$ cat config.mk
export PLATFORM = sky130hd
export DESIGN_NAME = lbr_setup_flat
export DESIGN_NICKNAME = d
export VERILOG_FILES = /design/src/hw/rtl/lbr_pkg.sv /design/src/hw/rtl/lbr_cfg_if.sv /design/src/hw/rtl/lbr_setup.sv /design/src/flat_wrapper.sv
export SDC_FILE = /design/constraint.sdc
export NUM_CORES = 2
export LEC_CHECK = 0
export BUFFER_PORTS_ARGS = -buffer_cell sky130_fd_sc_hd__buf_2
export CORE_ASPECT_RATIO = 1.2
export CORE_MARGIN = 5
export CORE_UTILIZATION = 55
export DETAILED_ROUTE_END_ITERATION = 6
export PLACE_DENSITY_LB_ADDON = 0.3
export RECOVER_POWER = 100
export SYNTH_ARGS = -nofsm -noshare
export SYNTH_HDL_FRONTEND = slang
export SYNTH_SLANG_ARGS = --single-unit
$ cat constraint.sdc
create_clock -name clk_i -period 9.1 [get_ports clk_i]
set_input_delay 0.91 -clock clk_i [delete_from_list [all_inputs] [get_ports clk_i]]
set_output_delay 0.91 -clock clk_i [all_outputs]
set_load 0.01 [all_outputs]
$ cat src/hw/rtl/lbr_pkg.sv
// ----------------------------------------------------------------------------
// lbr_pkg
// Shared widths, reset values, register codes and types of the letterbox
// resize address generator.
// ----------------------------------------------------------------------------
package lbr_pkg;

  // Field widths
  localparam int unsigned DimW     = 13;  // frame dimensions
  localparam int unsigned CoordW   = 12;  // pixel coordinates
  localparam int unsigned BppW     = 3;   // bytes per pixel
  localparam int unsigned PadW     = 11;  // reported pad sizes
  localparam int unsigned OffW     = 26;  // byte offsets
  localparam int unsigned PW       = 2 * DimW;  // products of two dimensions
  localparam int unsigned QW       = DimW;      // quotient bits of the scale
  localparam int unsigned CfgIdxW  = 3;
  localparam int unsigned CfgDataW = 13;

  // Quotient bits resolved per pipeline stage
  localparam int unsigned DivBits  = 3;

  // Default limits
  localparam int unsigned MaxDim      = 4096;
  localparam int unsigned MaxChannels = 4;

  // Register reset values
  localparam logic [DimW-1:0] RstSrcW = DimW'(1920);
  localparam logic [DimW-1:0] RstSrcH = DimW'(1080);
  localparam logic [DimW-1:0] RstDstW = DimW'(640);
  localparam logic [DimW-1:0] RstDstH = DimW'(640);
  localparam logic [BppW-1:0] RstBpp  = BppW'(3);

  // Configuration register indexes
  typedef enum logic [CfgIdxW-1:0] {
    REG_SRC_W = 3'd0,
    REG_SRC_H = 3'd1,
    REG_DST_W = 3'd2,
    REG_DST_H = 3'd3,
    REG_BPP   = 3'd4
  } lbr_reg_e;

  // Geometry sequencer states
  typedef enum logic [2:0] {
    SETUP_CLAMP,
    SETUP_MUL,
    SETUP_SEL,
    SETUP_PROD,
    SETUP_DIV,
    SETUP_PAD,
    SETUP_DONE
  } lbr_setup_e;

  // Frame geometry handed from the sequencer to the pixel pipeline
  typedef struct packed {
    logic            valid;
    logic [DimW-1:0] sw;
    logic [DimW-1:0] sh;
    logic [DimW-1:0] tw;
    logic [DimW-1:0] th;
    logic [BppW-1:0] bpp;
    logic [DimW-1:0] num;
    logic [DimW-1:0] den;
    logic [DimW-1:0] cw;
    logic [DimW-1:0] ch;
    logic [DimW-1:0] padl;
    logic [DimW-1:0] padt;
  } lbr_geo_t;

endpackage

$ cat src/hw/rtl/lbr_cfg_if.sv
// ----------------------------------------------------------------------------
// lbr_cfg_if
// Register write channel: index and data with valid/ready.
// ----------------------------------------------------------------------------
interface lbr_cfg_if;
  logic                         valid;
  logic                         ready;
  logic [lbr_pkg::CfgIdxW-1:0]  index;
  logic [lbr_pkg::CfgDataW-1:0] data;

  modport source (output valid, output index, output data, input ready);
  modport sink   (input valid, input index, input data, output ready);
endinterface

$ cat src/hw/rtl/lbr_setup.sv
// ----------------------------------------------------------------------------
// lbr_setup
// Configuration registers and frame geometry sequencer: clamps the
// dimensions, picks the scale ratio and divides out content size and pads.
// ----------------------------------------------------------------------------
module lbr_setup #(
  parameter int unsigned MaxDim      = lbr_pkg::MaxDim,
  parameter int unsigned MaxChannels = lbr_pkg::MaxChannels
) (
  input  logic              clk_i,
  input  logic              rst_ni,
  lbr_cfg_if.sink           cfg_i,
  output lbr_pkg::lbr_geo_t geo_o
);

  localparam int unsigned DimW = lbr_pkg::DimW;
  localparam int unsigned PW   = lbr_pkg::PW;
  localparam int unsigned QW   = lbr_pkg::QW;
  localparam int unsigned CntW = $clog2(QW);

  lbr_pkg::lbr_setup_e state_q, state_d;

  logic [DimW-1:0]          src_w_q, src_h_q, dst_w_q, dst_h_q;
  logic [lbr_pkg::BppW-1:0] bpp_raw_q;

  logic [DimW-1:0]          sw_q, sh_q, tw_q, th_q, num_q, den_q;
  logic [DimW-1:0]          cw_q, ch_q, padl_q, padt_q, cw_acc_q, ch_acc_q;
  logic [lbr_pkg::BppW-1:0] bpp_q;
  logic [PW-1:0]            prod_a_q, prod_b_q, rem_w_q, rem_h_q;
  logic [CntW-1:0]          cnt_q;

  logic cfg_wr;
  logic ld_clamp, ld_mul, ld_sel, ld_prod, div_en, ld_pad, done;

  logic [DimW-1:0] sw_c, sh_c, tw_c, th_c, cw_sat, ch_sat;
  logic [lbr_pkg::BppW-1:0] bpp_c;
  logic [PW-1:0] den_sh;

  // Clamp a dimension register into its legal range
  function automatic logic [DimW-1:0] clamp_dim(input logic [DimW-1:0] v);
    logic [DimW-1:0] r;
    r = v;
    if (v == '0) begin
      r = DimW'(1);
    end else if (32'(v) > MaxDim) begin
      r = DimW'(MaxDim);
    end
    return r;
  endfunction

  assign cfg_i.ready = 1'b1;
  assign cfg_wr      = cfg_i.valid;

  // Write configuration registers
  always_ff @(posedge clk_i or negedge rst_ni) begin
    if (!rst_ni) begin
      src_w_q   <= lbr_pkg::RstSrcW;
      src_h_q   <= lbr_pkg::RstSrcH;
      dst_w_q   <= lbr_pkg::RstDstW;
      dst_h_q   <= lbr_pkg::RstDstH;
      bpp_raw_q <= lbr_pkg::RstBpp;
    end else if (cfg_wr) begin
      case (cfg_i.index)
        lbr_pkg::REG_SRC_W: src_w_q   <= cfg_i.data;
        lbr_pkg::REG_SRC_H: src_h_q   <= cfg_i.data;
        lbr_pkg::REG_DST_W: dst_w_q   <= cfg_i.data;
        lbr_pkg::REG_DST_H: dst_h_q   <= cfg_i.data;
        lbr_pkg::REG_BPP:   bpp_raw_q <= cfg_i.data[lbr_pkg::BppW-1:0];
        default: ;
      endcase
    end
  end

  // Clamp register values
  always_comb begin
    sw_c  = clamp_dim(src_w_q);
    sh_c  = clamp_dim(src_h_q);
    tw_c  = clamp_dim(dst_w_q);
    th_c  = clamp_dim(dst_h_q);
    bpp_c = bpp_raw_q;
    if (bpp_raw_q == '0) begin
      bpp_c = lbr_pkg::BppW'(1);
    end else if (32'(bpp_raw_q) > MaxChannels) begin
      bpp_c = lbr_pkg::BppW'(MaxChannels);
    end
  end

  // Next state: any register write restarts the sequence
  always_comb begin
    state_d = state_q;
    if (cfg_wr) begin
      state_d = lbr_pkg::SETUP_CLAMP;
    end else begin
      case (state_q)
        lbr_pkg::SETUP_CLAMP: state_d = lbr_pkg::SETUP_MUL;
        lbr_pkg::SETUP_MUL:   state_d = lbr_pkg::SETUP_SEL;
        lbr_pkg::SETUP_SEL:   state_d = lbr_pkg::SETUP_PROD;
        lbr_pkg::SETUP_PROD:  state_d = lbr_pkg::SETUP_DIV;
        lbr_pkg::SETUP_DIV: begin
          if (cnt_q == '0) state_d = lbr_pkg::SETUP_PAD;
        end
        lbr_pkg::SETUP_PAD:   state_d = lbr_pkg::SETUP_DONE;
        lbr_pkg::SETUP_DONE:  state_d = lbr_pkg::SETUP_DONE;
        default:              state_d = lbr_pkg::SETUP_CLAMP;
      endcase
    end
  end

  // Outputs: datapath load strobes per state
  always_comb begin
    ld_clamp = 1'b0;
    ld_mul   = 1'b0;
    ld_sel   = 1'b0;
    ld_prod  = 1'b0;
    div_en   = 1'b0;
    ld_pad   = 1'b0;
    done     = 1'b0;
    case (state_q)
      lbr_pkg::SETUP_CLAMP: ld_clamp = 1'b1;
      lbr_pkg::SETUP_MUL:   ld_mul   = 1'b1;
      lbr_pkg::SETUP_SEL:   ld_sel   = 1'b1;
      lbr_pkg::SETUP_PROD:  ld_prod  = 1'b1;
      lbr_pkg::SETUP_DIV:   div_en   = 1'b1;
      lbr_pkg::SETUP_PAD:   ld_pad   = 1'b1;
      lbr_pkg::SETUP_DONE:  done     = 1'b1;
      default: ;
    endcase
  end

  always_ff @(posedge clk_i or negedge rst_ni) begin
    if (!rst_ni) begin
      state_q <= lbr_pkg::SETUP_CLAMP;
    end else begin
      state_q <= state_d;
    end
  end

  // Shifted divisor and saturated content sizes
  assign den_sh = PW'(den_q) << cnt_q;
  assign cw_sat = (cw_acc_q > tw_q) ? tw_q : cw_acc_q;
  assign ch_sat = (ch_acc_q > th_q) ? th_q : ch_acc_q;

  // Geometry datapath
  always_ff @(posedge clk_i) begin
    if (ld_clamp) begin
      sw_q  <= sw_c;
      sh_q  <= sh_c;
      tw_q  <= tw_c;
      th_q  <= th_c;
      bpp_q <= bpp_c;
    end
    if (ld_mul) begin
      prod_a_q <= PW'(tw_q) * PW'(sh_q);
      prod_b_q <= PW'(th_q) * PW'(sw_q);
    end
    if (ld_sel) begin
      if (prod_a_q < prod_b_q) begin
        num_q <= tw_q;
        den_q <= sw_q;
      end else begin
        num_q <= th_q;
        den_q <= sh_q;
      end
    end
    if (ld_prod) begin
      rem_w_q  <= PW'(sw_q) * PW'(num_q);
      rem_h_q  <= PW'(sh_q) * PW'(num_q);
      cw_acc_q <= '0;
      ch_acc_q <= '0;
      cnt_q    <= CntW'(QW - 1);
    end
    // One quotient bit of both content sizes per cycle
    if (div_en) begin
      if (rem_w_q >= den_sh) begin
        rem_w_q         <= rem_w_q - den_sh;
        cw_acc_q[cnt_q] <= 1'b1;
      end
      if (rem_h_q >= den_sh) begin
        rem_h_q         <= rem_h_q - den_sh;
        ch_acc_q[cnt_q] <= 1'b1;
      end
      cnt_q <= cnt_q - 1'b1;
    end
    if (ld_pad) begin
      cw_q   <= cw_sat;
      ch_q   <= ch_sat;
      padl_q <= (tw_q - cw_sat) >> 1;
      padt_q <= (th_q - ch_sat) >> 1;
    end
  end

  // Assemble geometry for the pixel pipeline
  always_comb begin
    geo_o.valid = done;
    geo_o.sw    = sw_q;
    geo_o.sh    = sh_q;
    geo_o.tw    = tw_q;
    geo_o.th    = th_q;
    geo_o.bpp   = bpp_q;
    geo_o.num   = num_q;
    geo_o.den   = den_q;
    geo_o.cw    = cw_q;
    geo_o.ch    = ch_q;
    geo_o.padl  = padl_q;
    geo_o.padt  = padt_q;
  end

`ifndef SYNTHESIS
  a_restart: assert property (@(posedge clk_i) disable iff (!rst_ni)
    cfg_wr |=> state_q == lbr_pkg::SETUP_CLAMP)
    else $error("geometry sequence did not restart after a register write");

  a_fit: assert property (@(posedge clk_i) disable iff (!rst_ni)
    done |-> (cw_q <= tw_q) && (ch_q <= th_q))
    else $error("content region exceeds destination frame");

  a_one_side: assert property (@(posedge clk_i) disable iff (!rst_ni)
    done |-> (cw_q == num_q) || (ch_q == num_q))
    else $error("neither content side matches the chosen target dimension");
`endif

endmodule

$ cat src/flat_wrapper.sv
// flat-port wrapper written by rule: the top's interface ports become plain ports
module lbr_setup_flat 
#(
  parameter int unsigned MaxDim      = lbr_pkg::MaxDim,
  parameter int unsigned MaxChannels = lbr_pkg::MaxChannels
)
  (clk_i, rst_ni, geo_o, cfg_i_valid, cfg_i_index, cfg_i_data, cfg_i_ready);
  lbr_cfg_if cfg_i_i ();
  input  logic clk_i;
  input  logic rst_ni;
  output lbr_pkg::lbr_geo_t geo_o;
  input wire logic [$bits(cfg_i_i.valid)-1:0] cfg_i_valid;
  input wire logic [$bits(cfg_i_i.index)-1:0] cfg_i_index;
  input wire logic [$bits(cfg_i_i.data)-1:0] cfg_i_data;
  output wire logic [$bits(cfg_i_i.ready)-1:0] cfg_i_ready;
  assign cfg_i_i.valid = cfg_i_valid;
  assign cfg_i_i.index = cfg_i_index;
  assign cfg_i_i.data = cfg_i_data;
  assign cfg_i_ready = cfg_i_i.ready;
  lbr_setup #(.MaxDim(MaxDim), .MaxChannels(MaxChannels)) u_core (.clk_i(clk_i), .rst_ni(rst_ni), .cfg_i(cfg_i_i), .geo_o(geo_o));
endmodule
==> run summary <==
CP Launch Type - register
worst-path fanout max - 31
Hold Fails Final Rpt - 0
post-CTS resize count - 0
mux contribution to synthesized area - 3.705%
Setup TNS - 0 ns
I/O Buffers - 150
Worst Tran Pin Value - 3.492 ns
global placement routability congestion - 0.9260
total wire length - 111.2 mm
CTS max path bufs - 3
Starting Density - 55.32%
Seq/Total Area, Yosys - 21.26%
antenna viol nets, final - 0
Yosys reg bits - 323
Max-cap violations - 33
Die Height - 307.9 microns
simple-gate share of the synthesized area - 16.40%
final worst-path cycle share - 82.40%
H-Tree Depth - 2
Setup Buffers After CTS - 0
XOR/XNOR Fraction of Synth Area - 2.800%
synth warn - 0
Congestion Overflow GR - 0
Vias/cell - 5.821
area delta synth->final - 6.581%
FMAX - 133.4 MHz
root buffer cell - clkbuf_16
Max Slew Vio Count - 1057
area of the core - 73510 sq um
EDFF count, synth - 187
Post-DP HPWL - 82.85 mm
status - complete, but fails checks
failing checks - max-capacitance violations, max-slew violations
Num CTS Buffers - 39
Final #Nets - 5431
drc violations - 0
CP required - 9.57 ns
Cell Rows - 109
CTS tree - done
Rel. slew slack - -132.8%
FFs w/ async S/R, synth - 17.96%
post-synthesis compound-gate area fraction - 9.640%
RSZ-0062 raised after global routing - false
final setup vio count - 0
predominant post-synthesis flop cell - edfxtp_1
post-route minimum period - 7.499 ns
Iter 0 DRT Violations - 2606
Post-Syn Area per Cell - 9.112 sq um
main combinational cell family by area after synthesis - adder cells
gr usage total - 27.83%
Boundary Pins - 154
vias post-DR - 31890
synthesized cell area - 40670 sq um
share of layout cells above drive strength 1 - 5.667%
clock sinks - 323
Worst Hold Class - register to register
Setup crit end kind - register
clk_skew - 0.04424 ns
CTS hold repair buffers - 0
Final Util - 58.96%
vias in the first global route - 32740
first-pass GRT wire length - 176.1 mm
initial antenna violation count - 3
Synth cell types - 79
post-synthesis adder-cell area fraction - 36.92%
routed len/inst - 20.29 microns
CTS clk-pin slew, worst paths - 0.06 ns
Clock Latency Late Sink - 0.58 ns
cell count after synthesis - 4463
drt first pass iters - 6
Critical Path AT - 7.97 ns
Die Wd - 258.2 microns
DIE AREA - 79500 sq um
largest net degree at the start of global routing - 65
WS Path Type - register to register
final timing paths:
| check | startpoint | to | slack, ns | cells after the start |
|---|---|---|---|---|
| worst min register to register | u_core.cw_acc_q[2] | u_core.cw_acc_q[2] | 0.49 | 2 |
| min in group asynchronous | rst_ni | u_core.dst_h_q[3] | 1.55 | 2 |
| worst min-delay path | u_core.cw_acc_q[2] | u_core.cw_acc_q[2] | 0.49 | 2 |
| max in group asynchronous | rst_ni | u_core.state_q[0] | 5.67 | 2 |
| worst max register to register | u_core.cnt_q[0] | u_core.rem_w_q[14] | 1.60 | 14 |
| worst max-delay path | u_core.cnt_q[0] | u_core.rem_w_q[14] | 1.60 | 14 |
routing by layer:
metal,up-vias,global-route usage [%],routed length [microns]
met5,-,0,0
met4,0,13.05,6215
met3,361,4.143,8283
met2,1215,48.38,54350
met1,15800,34.35,42340
li1,14520,-,-
cell families (layout without fill, tap and decap cells):
group                      Yosys count  count (layout)
and+or+nand+nor                   1365            1365
adders and majority gates          907             907
DFF                                323             323
muxes                              135             135
other                                2               4
buffers and inverters              991            1062
xor gates and xnor gates           130             130
AOI/OAI and AO/OA                  610             610
placed cells by master, fill, tap and decap left out, types with 13 or more instances in the layout:
cell type,n
a211oi_1,20
a21o_1,60
a21oi_1,179
a31oi_1,50
and2_0,14
and2_1,296
buf_2,69
buf_4,21
clkbuf_1,148
clkbuf_16,42
dfrtp_1,44
dfstp_2,13
dfxtp_1,78
edfxtp_1,187
fa_1,488
ha_1,419
inv_1,756
mux2_2,63
mux2i_1,59
nand2_1,569
nand2b_1,27
nand3_1,55
nand4_1,45
nor2_1,163
nor2b_1,82
nor3_1,39
nor3b_1,14
o211ai_1,34
o21a_1,22
o21ai_0,119
o21bai_1,22
o31ai_1,19
xnor2_1,93
xor2_1,37
worst max-delay path: stages (launching register included):
cell and delay (ns):
edfxtp_1 1.00, mux4_2 0.62, mux2_2 0.30, o21ai_0 0.45
ha_1 0.37, a21o_1 0.20, a21o_1 0.19, a221oi_2 0.38
nor2b_1 0.22, a211oi_1 0.12, o31ai_1 0.42, o21ai_0 0.19
a41oi_1 0.93, clkbuf_1 1.52, mux2_2 0.45
synthesized netlist by cell type, drive strengths merged (8+ instances only):
cell type	n	area (sq um)
inv	756	2838
nand2	569	2136
fa	488	9769
ha	419	5243
and2	310	1939
clkbuf	213	799.5
edfxtp	187	5615
a21oi	179	895.9
nor2	163	614.3
o21ai	119	595.6
xnor2	93	814.5
nor2b	84	525.5
dfxtp	78	1562
mux2	72	825.8
a21o	60	450.4
mux2i	59	590.6
nand3	56	285.3
a31oi	50	312.8
nand4	45	281.5
dfrtp	44	1101
nor3	39	195.2
xor2	37	324.1
o211ai	34	255.2
nand2b	27	168.9
buf	22	127.6
o21a	22	165.2
o21bai	22	165.2
o31ai	21	162.6
a211oi	20	150.1
dfstp	14	367.9
nor3b	14	105.1
a221oi	10	100.1
or2	10	62.57
and3	9	56.30
nor4	9	56.30
o31a	9	78.83
or3	9	56.30
a2111oi	8	82.58
and4	8	70.07
o41ai	8	77.58
area by class of cell:
class                           count  area [sq um]
Fill cell                        6485         30170
Multi-Input combinational cell   3150         28230
Sequential cell                   323          8646
Inverter                          756          2838
Tap cell                          943          1180
Clock buffer                       45          1062
Timing Repair Buffer              235          1047
Clock inverter                     26         339.1
Antenna cell                        1         2.502
sequential cells by signal, indices dropped and copies added, names as in the netlist, 13 cells and up:
register / flops
u_core.sw_q: 13
u_core.prod_a_q: 26
u_core.sh_q: 13
u_core.dst_w_q: 13
u_core.prod_b_q: 26
u_core.ch_acc_q: 13
u_core.ch_q: 13
u_core.cw_q: 13
u_core.dst_h_q: 13
u_core.num_q: 13
u_core.src_h_q: 13
u_core.rem_w_q: 26
u_core.rem_h_q: 26
u_core.src_w_q: 13
u_core.th_q: 13
u_core.tw_q: 13
u_core.cw_acc_q: 13
u_core.den_q: 13
stage by stage:
stage / hold slack (ns) / cell area, sq um / cells / setup WS (ns)
2_1_floorplan: 0.4511 / 40670 / 4464 / 3.314
3_3_place_gp: 0.4749 / 42370 / 5407 / 2.642
3_5_place_dp: 0.4806 / 42370 / 5407 / 2.535
4_1_cts: 0.4871 / 43770 / 5478 / 2.496
5_1_grt: 0.4990 / 43340 / 5479 / 1.130
6_report: 0.4889 / 43340 / 5479 / 1.601
Power is not shown: default switching activity piles up to over one toggle a cycle in this logic, so the estimate is an artifact.
