[config.mk]
export PLATFORM = sky130hd
export DESIGN_NAME = lbr_div_stage
export DESIGN_NICKNAME = d
export VERILOG_FILES = /design/src/hw/rtl/lbr_pkg.sv /design/src/hw/rtl/lbr_div_stage.sv
export SDC_FILE = /design/constraint.sdc
export NUM_CORES = 1
export LEC_CHECK = 0
export BUFFER_PORTS_ARGS = -buffer_cell sky130_fd_sc_hd__buf_4
export CAP_MARGIN = 15
export CORE_UTILIZATION = 45
export DETAILED_ROUTE_END_ITERATION = 8
export GPL_TIMING_DRIVEN = 0
export PLACE_DENSITY = 0.84
export RECOVER_POWER = 25
export SLEW_MARGIN = 40
export SYNTH_ARGS = -nofsm -noshare
export SYNTH_HDL_FRONTEND = slang
export SYNTH_SLANG_ARGS = --single-unit
[constraint.sdc]
create_clock -name vclk -period 21.5
set_input_delay 3.225 -clock vclk [all_inputs]
set_output_delay 3.225 -clock vclk [all_outputs]
set_load 0.03 [all_outputs]
[src/hw/rtl/lbr_pkg.sv]
// ----------------------------------------------------------------------------
// lbr_pkg
// Shared widths, reset values, register codes and types of the letterbox
// resize address generator.
// ----------------------------------------------------------------------------
package lbr_pkg;

  // Field widths
  localparam int unsigned DimW     = 13;  // frame dimensions
  localparam int unsigned CoordW   = 12;  // pixel coordinates
  localparam int unsigned BppW     = 3;   // bytes per pixel
  localparam int unsigned PadW     = 11;  // reported pad sizes
  localparam int unsigned OffW     = 26;  // byte offsets
  localparam int unsigned PW       = 2 * DimW;  // products of two dimensions
  localparam int unsigned QW       = DimW;      // quotient bits of the scale
  localparam int unsigned CfgIdxW  = 3;
  localparam int unsigned CfgDataW = 13;

  // Quotient bits resolved per pipeline stage
  localparam int unsigned DivBits  = 3;

  // Default limits
  localparam int unsigned MaxDim      = 4096;
  localparam int unsigned MaxChannels = 4;

  // Register reset values
  localparam logic [DimW-1:0] RstSrcW = DimW'(1920);
  localparam logic [DimW-1:0] RstSrcH = DimW'(1080);
  localparam logic [DimW-1:0] RstDstW = DimW'(640);
  localparam logic [DimW-1:0] RstDstH = DimW'(640);
  localparam logic [BppW-1:0] RstBpp  = BppW'(3);

  // Configuration register indexes
  typedef enum logic [CfgIdxW-1:0] {
    REG_SRC_W = 3'd0,
    REG_SRC_H = 3'd1,
    REG_DST_W = 3'd2,
    REG_DST_H = 3'd3,
    REG_BPP   = 3'd4
  } lbr_reg_e;

  // Geometry sequencer states
  typedef enum logic [2:0] {
    SETUP_CLAMP,
    SETUP_MUL,
    SETUP_SEL,
    SETUP_PROD,
    SETUP_DIV,
    SETUP_PAD,
    SETUP_DONE
  } lbr_setup_e;

  // Frame geometry handed from the sequencer to the pixel pipeline
  typedef struct packed {
    logic            valid;
    logic [DimW-1:0] sw;
    logic [DimW-1:0] sh;
    logic [DimW-1:0] tw;
    logic [DimW-1:0] th;
    logic [BppW-1:0] bpp;
    logic [DimW-1:0] num;
    logic [DimW-1:0] den;
    logic [DimW-1:0] cw;
    logic [DimW-1:0] ch;
    logic [DimW-1:0] padl;
    logic [DimW-1:0] padt;
  } lbr_geo_t;

endpackage

[src/hw/rtl/lbr_div_stage.sv]
// ----------------------------------------------------------------------------
// lbr_div_stage
// A few restoring division steps: resolves quotient bits TopBit down to
// TopBit-Steps+1 of rem_i / divisor_i. Bits below zero pass through.
// ----------------------------------------------------------------------------
module lbr_div_stage #(
  parameter int Steps  = 3,
  parameter int TopBit = 12
) (
  input  logic [lbr_pkg::DimW-1:0] divisor_i,
  input  logic [lbr_pkg::PW-1:0]   rem_i,
  input  logic [lbr_pkg::QW-1:0]   quo_i,
  output logic [lbr_pkg::PW-1:0]   rem_o,
  output logic [lbr_pkg::QW-1:0]   quo_o
);

  logic [lbr_pkg::PW-1:0] rem_w [Steps+1];
  logic [lbr_pkg::QW-1:0] quo_w [Steps+1];

  assign rem_w[0] = rem_i;
  assign quo_w[0] = quo_i;

  // Chain of compare-and-subtract steps against the shifted divisor
  for (genvar k = 0; k < Steps; k++) begin : g_step
    localparam int Bit = TopBit - k;
    if (Bit >= 0) begin : g_live
      logic [lbr_pkg::PW-1:0] shifted;
      assign shifted = lbr_pkg::PW'(divisor_i) << Bit;
      always_comb begin
        rem_w[k+1] = rem_w[k];
        quo_w[k+1] = quo_w[k];
        if (rem_w[k] >= shifted) begin
          rem_w[k+1]      = rem_w[k] - shifted;
          quo_w[k+1][Bit] = 1'b1;
        end
      end
    end else begin : g_pass
      assign rem_w[k+1] = rem_w[k];
      assign quo_w[k+1] = quo_w[k];
    end
  end

  assign rem_o = rem_w[Steps];
  assign quo_o = quo_w[Steps];

endmodule

==> metrics, run 1 <==
critical path required time=18,270 ps; antenna viol nets, final=0; Reg power frac=0%; total gr overflow=0; final wirelength=7570 um; 1st-iter DRT viols=165; worst setup margin=7180 ps; delay-heaviest family, CP=compound AO/OA/AOI/OAI gates; max-slew violations=0; FILL cells=538; Setup violations, final=0; post-CTS sizing=0; Syn. warnings=0; nets=556; final hold violations=0; Power per Cell Area=~120 nW/um^2; outcome=finished, final reports clean; Syn Nets=473; n_diodes=0; vias in the first global route=2,860; Synth area leader=ha_1; Worst EP arrival=11,090 ps; Max Fclk=between 0.06 and 0.07 GHz; Design Power=0.403 mW; DIE AREA=6350 sq um; Final Instance Count excl. Fillers=532; initial antenna violation count=0; Slew Limit Headroom=52.0%; most common cell after layout, fill and taps aside=buf_4; share of layout cells above drive strength 1=about 27%; Place WS=7260 ps; Avg Cell Area, Syn=between 7 and 8 sq um; nature of the critical path startpoint=input pin; synth-to-layout area growth=24.5%; clock network fraction of design power=0%; 1st-pass router iterations=4; Hold Crit Depth=2; Period minus WS final=between 10,000 and 15,000 ps; max-capacitance violation count=0; core area=between 5000 and 6000 sq um; die height=between 70 and 80 um; first-pass GRT wire length=12,100 um; cts hold-fix bufs=0; total of clock buffers placed in the layout=0; RSZ-0062 raised after global routing=no; GRT Total Usage=23.3%; die width=79.7 um; Vias=3,057; WHS Endpoint=quo_o[0]; utilization after layout=between 50% and 60%; Initial Util=47.8%; Largest stage delay, worst path=590 ps; crit path kind=input pin to primary output; Least-Margin Pin Slew=approximately 710 ps; ranking of synthesized cells by area=ha_1, mux2_2, a21oi_1; most frequent cells in the layout=buf_4, ha_1, a21oi_1; post-DR vias/cell=5.75; Sw Share=55.3%; I/O Buffers=just over 80; switching pwr=0.223 mW; io pins=91; Syn Inst Count=between 300 and 400; Worst setup EP type=primary output; Fin Setup TNS=0 ps; Crit Path Max Fanout=10; Logic pwr share=100.0%; worst IR drop on VDD=between 0.09 and 0.1 mV; routed len/inst=between 10 and 15 um; Post-CTS Setup Bufs=0; placed insts=532; hold crit path type=input pin to primary output; register cell area after layout=0 sq um; hold path start=quo_i[0]; register area share after synthesis=0%; Final Instance Area=3380 sq um; largest net degree at the start of global routing=11; row count=27; Critical-path top delay cell=a21boi_0; Post-DP HPWL=roughly 6500 um; Buf/Inv on CP=6; DRC viols=0; Yosys top cell area share=18.0%; DP Area=3410 sq um; hold slack=6670 ps; area of the mapped netlist=2720 sq um; gpl congestion=0.902; post-synth cell types=50; Leak=~1.6 nW; Internal=about 0.18 mW; period utilization=66.6%; number of sequential cells=0
## cell usage after synthesis, types with 4 or more instances
| master | number |
|---|---|
| nor2_1 | 28 |
| nand2b_1 | 7 |
| nand2_1 | 24 |
| ha_1 | 39 |
| nand4_1 | 5 |
| a21o_1 | 6 |
| mux2_2 | 17 |
| mux2_4 | 7 |
| o21ai_0 | 24 |
| a211oi_1 | 6 |
| xor2_1 | 10 |
| o21a_1 | 8 |
| nor4_1 | 4 |
| nand3_1 | 11 |
| inv_1 | 27 |
| or3_1 | 10 |
| xnor2_1 | 16 |
| buf_4 | 20 |
| nor3_1 | 11 |
| a21oi_1 | 35 |
| nor2b_1 | 9 |
| o211ai_1 | 5 |
## cell type report
| class | instances | area [sq um] | area share (%) |
|---|---|---|---|
| multi-input cells | 327 | 2420 | 71.6 |
| repair buffers | 81 | 574 | 17.0 |
| plain buffers | 25 | 194 | 5.74 |
| inverters | 27 | 101 | 3.00 |
| well taps | 72 | 90.1 | 2.67 |
## kinds of logic after synthesis
| family | synth area share (%) |
|---|---|
| multiplexers | 11.7 |
| adder cells (fa/ha/maj) | 20.2 |
| AND/OR/NAND/NOR | 23.1 |
| XOR/XNOR | 8.39 |
| buffers and inverters | 10.9 |
| AO/OA/AOI/OAI | 25.8 |
## layer usage
metal / up-vias / share of wire (%) / track usage (%)
met5: - / 0 / 0
met4: 0 / 2.6 / 6.55
met3: 16 / 4.4 / 0.686
met2: 90 / 49 / 43.2
met1: 1409 / 44 / 29.0
li1: 1542 / - / -
## worst max path at each step
stage | from | to | cells after the start
6_report | divisor_i[0] | rem_o[18] | 31
5_1_grt | divisor_i[0] | rem_o[18] | 31
4_1_cts | divisor_i[0] | rem_o[16] | 31
3_5_place_dp | divisor_i[0] | rem_o[16] | 31
3_3_place_gp | divisor_i[0] | rem_o[18] | 31
2_1_floorplan | rem_i[12] | rem_o[10] | 30
## power groups by stage
stage / clock, mW / combinational, mW / sequential (mW)
global route: 0 / 0.432 / 0
global placement: 0 / 0.391 / 0
finish: 0 / 0.403 / 0
CTS: 0 / 0.401 / 0
floorplan: 0 / 0.299 / 0
detailed placement: 0 / 0.399 / 0
Power figures use the tool's default switching activity.
==> run 2: changes to the inputs <==
--- a/config.mk
+++ b/config.mk
@@ -5,12 +5,13 @@
 export SDC_FILE = /design/constraint.sdc
 export NUM_CORES = 1
 export LEC_CHECK = 0
+export ABC_AREA = 1
 export BUFFER_PORTS_ARGS = -buffer_cell sky130_fd_sc_hd__buf_4
 export CAP_MARGIN = 15
 export CORE_UTILIZATION = 45
 export DETAILED_ROUTE_END_ITERATION = 8
 export GPL_TIMING_DRIVEN = 0
-export PLACE_DENSITY = 0.84
+export PLACE_DENSITY = 0.82
 export RECOVER_POWER = 25
 export SLEW_MARGIN = 40
 export SYNTH_ARGS = -nofsm -noshare
==> constraint.sdc (replaced) <==
create_clock -name vclk -period 13.7
set_input_delay 2.055 -clock vclk [all_inputs]
set_output_delay 2.055 -clock vclk [all_outputs]
set_load 0.03 [all_outputs]
==> run 2 against run 1 <==
Net effect:
- cell count up 31%
- the run now ends with design-rule violations left
- highest routed layer unchanged
- final area up 11%
- utilization fell by 1.7 points
==> metrics, run 2 <==
outcome=finished with violations (was finished, final reports clean); failing checks=design-rule violations; share of layout cells above drive strength 1=22.5% (was 27.2%); post-DR vias/cell=5.20 (was 5.75); placed insts=695 (was 532); Power per Cell Area=178 nW/um^2 (was 119 nW/um^2); Vias=3,614 (was 3,057); top-count cell post-synth=nand2_1 (was ha_1); cts hold-fix bufs=0 (unchanged); die width=84.5 um (was 79.7 um); worst setup margin=3530 ps (was 7180 ps); register cell area after layout=0 sq um (unchanged); Post-CTS Setup Bufs=0 (unchanged); area of the mapped netlist=3060 sq um (was 2720 sq um); Synth area leader=nand2_1 (was ha_1); Syn Inst Count=537 (was 379); Crit Path Max Fanout=10 (unchanged); 1st-iter DRT viols=154 (was 165); GRT Total Usage=23.6% (was 23.3%); Largest stage delay, worst path=370 ps (was 590 ps); final wirelength=8500 um (was 7570 um); critical path required time=11,640 ps (was 18,270 ps); Setup violations, final=0 (unchanged); period utilization=74.2%; RSZ-0062 raised after global routing=no (unchanged); nature of the critical path startpoint=input pin (unchanged); Synth top cells by count=nand2_1, inv_1, nand3_1 (was ha_1, a21oi_1, nor2_1); number of sequential cells=0 (unchanged); worst IR drop on VDD=0.0640 mV (was 0.0981 mV); Yosys top cell area share=19.7% (was 18.0%); routed len/inst=12.2 um (was 14.2 um); area of the multi-input gates=2580 sq um (was 2420 sq um); most frequent cells in the layout=nand2_1, buf_4, inv_1 (was buf_4, ha_1, a21oi_1); Place WS=3630 ps (was 7260 ps); DIE AREA=7140 sq um (was 6350 sq um); core area=6460 sq um (was 5680 sq um); delay-heaviest family, CP=simple AND/OR/NAND/NOR gates (was compound AO/OA/AOI/OAI gates); Syn Nets=631 (was 473); gpl congestion=0.962 (was 0.902); Critical-path top delay cell=ha_1 (was a21boi_0); Final Instance Count excl. Fillers=695 (was 532); die height=84.5 um (was 79.7 um); row count=29 (was 27); Fin Setup TNS=0 ps (unchanged); post-synth cell types=42 (was 50); synth-to-layout area growth=21.9% (was 24.5%); Leak=2.11 nW (was 1.63 nW); max-capacitance violation count=0 (unchanged); Syn. warnings=0 (unchanged); Worst Setup SP=divisor_i[5] (was divisor_i[0]); total of clock buffers placed in the layout=0 (unchanged); DRC viols=2 (was 0); Post-DP HPWL=7540 um (was 6460 um); n_diodes=0 (unchanged); Worst EP arrival=8110 ps (was 11,090 ps); utilization after layout=57.8% (was 59.5%); register area share after synthesis=0% (unchanged); I/O Buffers=81 (unchanged); ranking of synthesized cells by area=nand2_1, ha_1, inv_1 (was ha_1, mux2_2, a21oi_1); hold path start=quo_i[0] (unchanged); cell mode on critical path=nand2_1; Crit. path cell count=38 (was 31); max-slew violations=0 (unchanged); Initial Util=47.4% (was 47.8%); io pins=91 (unchanged); first-pass GRT wire length=14,200 um (was 12,100 um); Avg Cell Area, Syn=5.71 sq um (was 7.16 sq um); 1st-pass router iterations=7 (was 4); nets=714 (was 556); post-CTS sizing=0 (unchanged); hold slack=4340 ps (was 6670 ps); initial antenna violation count=0 (unchanged); FILL cells=668 (was 538); Period minus WS final=10,170 ps; Buf/Inv on CP=9 (was 6); largest net degree at the start of global routing=11 (unchanged); Hold Crit Depth=2 (unchanged); hold crit path type=input pin to primary output (unchanged); vias in the first global route=3,268 (was 2,860); Least-Margin Pin Slew=490 ps (was 714 ps); total gr overflow=0 (unchanged); Slew Limit Headroom=67.0% (was 52.0%); crit path kind=input pin to primary output (unchanged); Worst setup EP type=primary output (unchanged); final hold violations=0 (unchanged); Max Fclk=0.0983 GHz; most common cell after layout, fill and taps aside=nand2_1 (was buf_4); antenna viol nets, final=0 (unchanged)
run 2: changes by cell type after synthesis, moves of 8 or more:
cell	previous run	this run
inv_1	27	64
mux2_2	17	0
nand2_1	24	161
nand2_2	0	18
nand3_1	11	42
nor2b_1	9	1
or3_1	10	0
xor2_1	10	18
run 2: metal layers:
metal | global-route usage (%) | share of wire, % | vias up
met5 | 0 | 0 | -
met4 | 2.16 | 0.69 | 0
met3 | 1.38 | 5.5 | 6
met2 | 44.8 | 49 | 108
met1 | 30.2 | 45 | 1604
li1 | - | - | 1896
run 2: cell families (layout without fill, tap and decap cells):
group	Yosys count	count (layout)	share of synthesized area, %
fa+ha+maj	42	42	17.9
xor+xnor	30	30	8.57
buf+inv	99	180	15.7
simple gates	293	293	44.8
compound gates	73	73	13.0
run 2: path summary, 6_finish.rpt:
kind,to,slack (ps)
min,quo_o[0],4340
max,rem_o[16],3530
run 2: cell type report:
type | count | area share, %
Inverter | 72 | 7.30
Buffer | 27 | 5.59
Tap cell | 77 | 2.58
Timing Repair Buffer | 81 | 15.4
Multi-Input combinational cell | 438 | 69.1
run 2: metrics by stage:
stage,power [mW],cell area [sq um]
floorplan,0.489,3060
detailed placement,0.660,3770
global placement,0.650,3770
CTS,0.662,3770
finish,0.663,3730
global route,0.727,3730
run 2: report_power, final:
part	leakage [nW]	total, mW	switching, mW	internal [mW]
Combinational	2.11	0.663	0.415	0.248
Sequential	0	0	0	0
Clock	0	0	0	0
==> run 3: changes to the inputs <==
--- a/config.mk
+++ b/config.mk
@@ -5,13 +5,13 @@
 export SDC_FILE = /design/constraint.sdc
 export NUM_CORES = 1
 export LEC_CHECK = 0
-export ABC_AREA = 1
+export ABC_AREA = 0
 export BUFFER_PORTS_ARGS = -buffer_cell sky130_fd_sc_hd__buf_4
 export CAP_MARGIN = 15
 export CORE_UTILIZATION = 45
 export DETAILED_ROUTE_END_ITERATION = 8
 export GPL_TIMING_DRIVEN = 0
-export PLACE_DENSITY = 0.82
+export PLACE_DENSITY = 0.84
 export RECOVER_POWER = 25
 export SLEW_MARGIN = 40
 export SYNTH_ARGS = -nofsm -noshare
==> constraint.sdc (replaced) <==
create_clock -name vclk -period 10.3
set_input_delay 1.545 -clock vclk [all_inputs]
set_output_delay 1.545 -clock vclk [all_outputs]
set_load 0.03 [all_outputs]
==> run 3 against run 2 <==
Net effect:
- the run now ends clean
- global-route usage decreased by 0.21 points
- combinational power increased by 29%
- worst setup slack got worse by 3100 ps
- non-clock buffer count increased by 5
- sequential share of layout area unchanged
- critical path type unchanged
- critical endpoint is now rem_o[22]
- largest cell class unchanged
==> metrics, run 3 (same netlist as run 1, synthesis figures left out) <==
vias in the first global route=2,856 (was 3,268); period utilization=95.7%; Internal=0.388 mW (was 0.248 mW); number of sequential cells=0 (unchanged); routed len/inst=14.3 um (was 12.2 um); hold crit path type=input pin to primary output (unchanged); max-slew violations=0 (unchanged); row count=27 (was 29); most frequent cells in the layout=buf_4, ha_1, a21oi_1 (was nand2_1, buf_4, inv_1); Max Fclk=just over 0.1 GHz; synth-to-layout area growth=28.3% (was 21.9%); clock network fraction of design power=0% (about the same); cell mode on critical path=buf_4 (was nand2_1); Hold Crit Depth=2 (unchanged); Initial Util=47.8% (was 47.4%); Least-Margin Pin Slew=527 ps (was 490 ps); FILL cells=517 (was 668); Critical-path top delay cell=fa_1 (was ha_1); Power per Cell Area=246 nW/um^2 (was 178 nW/um^2); I/O Buffers=81 (unchanged); n_diodes=0 (unchanged); antenna viol nets, final=0 (unchanged); hold slack=3310 ps (was 4340 ps); critical path required time=8760 ps (was 11,640 ps); final wirelength=7720 um (was 8500 um); nets=563 (was 714); die height=79.7 um (was 84.5 um); DRC viols=0 (was 2); Crit Path Max Fanout=10 (unchanged); switching pwr=0.470 mW (was 0.415 mW); GRT Total Usage=23.4% (was 23.6%); total of clock buffers placed in the layout=0 (unchanged); Post-DP HPWL=6460 um (was 7540 um); io pins=91 (unchanged); Final Instance Count excl. Fillers=539 (was 695); die width=79.7 um (was 84.5 um); RSZ-0062 raised after global routing=no (unchanged); initial antenna violation count=0 (unchanged); DIE AREA=6350 sq um (was 7140 sq um); Vias=3,116 (was 3,614); area of the multi-input gates=2460 sq um (was 2580 sq um); final hold violations=0 (unchanged); Logic pwr share=100.0% (about the same); cts hold-fix bufs=0 (unchanged); Largest stage delay, worst path=450 ps (was 370 ps); worst IR drop on VDD=0.207 mV (was 0.0640 mV); Slew Limit Headroom=64.7% (was 67.0%); Sw Share=54.8% (was 62.6%); outcome=finished, final reports clean (was finished with violations); register cell area after layout=0 sq um (unchanged); most common cell after layout, fill and taps aside=buf_4 (was nand2_1); share of layout cells above drive strength 1=30.0% (was 22.5%); total gr overflow=0 (unchanged); max-capacitance violation count=0 (unchanged); placed insts=532 (was 695); crit path kind=input pin to primary output (unchanged); Worst EP arrival=8310 ps (was 8110 ps); Leak=1.68 nW (was 2.11 nW); 1st-iter DRT viols=227 (was 154); largest net degree at the start of global routing=11 (unchanged); 1st-pass router iterations=5 (was 7); first-pass GRT wire length=12,100 um (was 14,200 um); Period minus WS final=9860 ps; gpl congestion=0.902 (was 0.962); post-DR vias/cell=5.78 (was 5.20); Worst setup EP type=primary output (unchanged); Reg power frac=0% (about the same); nature of the critical path startpoint=input pin (unchanged); Setup violations, final=0 (unchanged); core area=5680 sq um (was 6460 sq um)
==> run 3: cell types whose count changed in the layout (fill, tap and decap cells not counted), moves of 10 or more <==
| cell | previous run | this run |
|---|---|---|
| nand2_1 | 161 | 24 |
| inv_1 | 64 | 27 |
| nand3_1 | 42 | 11 |
| nand2_2 | 18 | 0 |
| mux2_2 | 0 | 17 |
| o21ai_0 | 30 | 19 |
| or3_1 | 0 | 10 |
==> run 3: worst paths after layout <==
kind,endpoint,from,slack (ps)
setup / recovery,rem_o[22],divisor_i[0],440
hold / removal,quo_o[0],quo_i[0],3310
==> run 3: power groups by stage <==
| stage | clock [mW] | sequential (mW) | combinational, mW |
|---|---|---|---|
| 2_1_floorplan | 0 | 0 | 0.623 |
| 3_3_place_gp | 0 | 0 | 0.817 |
| 3_5_place_dp | 0 | 0 | 0.833 |
| 4_1_cts | 0 | 0 | 0.840 |
| 5_1_grt | 0 | 0 | 0.921 |
| 6_report | 0 | 0 | 0.857 |
==> run 3: metal layers <==
| layer | GRT usage, % | vias up | wire length (um) |
|---|---|---|---|
| li1 | - | 1553 | - |
| met1 | 29.0 | 1409 | 3330 |
| met2 | 43.6 | 136 | 3740 |
| met3 | 0.686 | 18 | 444 |
| met4 | 6.18 | 0 | 211 |
| met5 | 0 | - | 0 |
==> run 3: stage by stage <==
stage / utilization [%] / TNS [ps] / total power [mW] / setup WS, ps / cell area [sq um]
floorplan: - / 0 / 0.623 / 796 / 2720
global placement: 60.1 / -5890 / 0.817 / -444 / 3410
detailed placement: 60.1 / -8410 / 0.833 / -581 / 3410
CTS: 60.4 / 0 / 0.840 / 19.5 / 3430
global route: 61.4 / 0 / 0.921 / 49.2 / 3480
finish: 61.4 / 0 / 0.857 / 445 / 3480
==> run 3: layout make-up <==
type | count | area share [%]
multi-input combinational | 327 | 70.7
buffer | 25 | 5.85
timing repair buffer | 88 | 18.0
inverter | 27 | 2.91
tap | 72 | 2.59
==> run 3: timing repair <==
item,CTS,global route
endpoints found under the setup margin,17,17
resized for setup,6,15
pin swaps,0,3
setup buffers,0,7
==> run 3: critical path: cells and delay by family <==
family	cells	cell delay [ps]
and+or+nand+nor	6	1440
buffers and inverters	7	1230
muxes	2	670
adders and majority gates	4	1450
AOI/OAI and AO/OA	12	1960
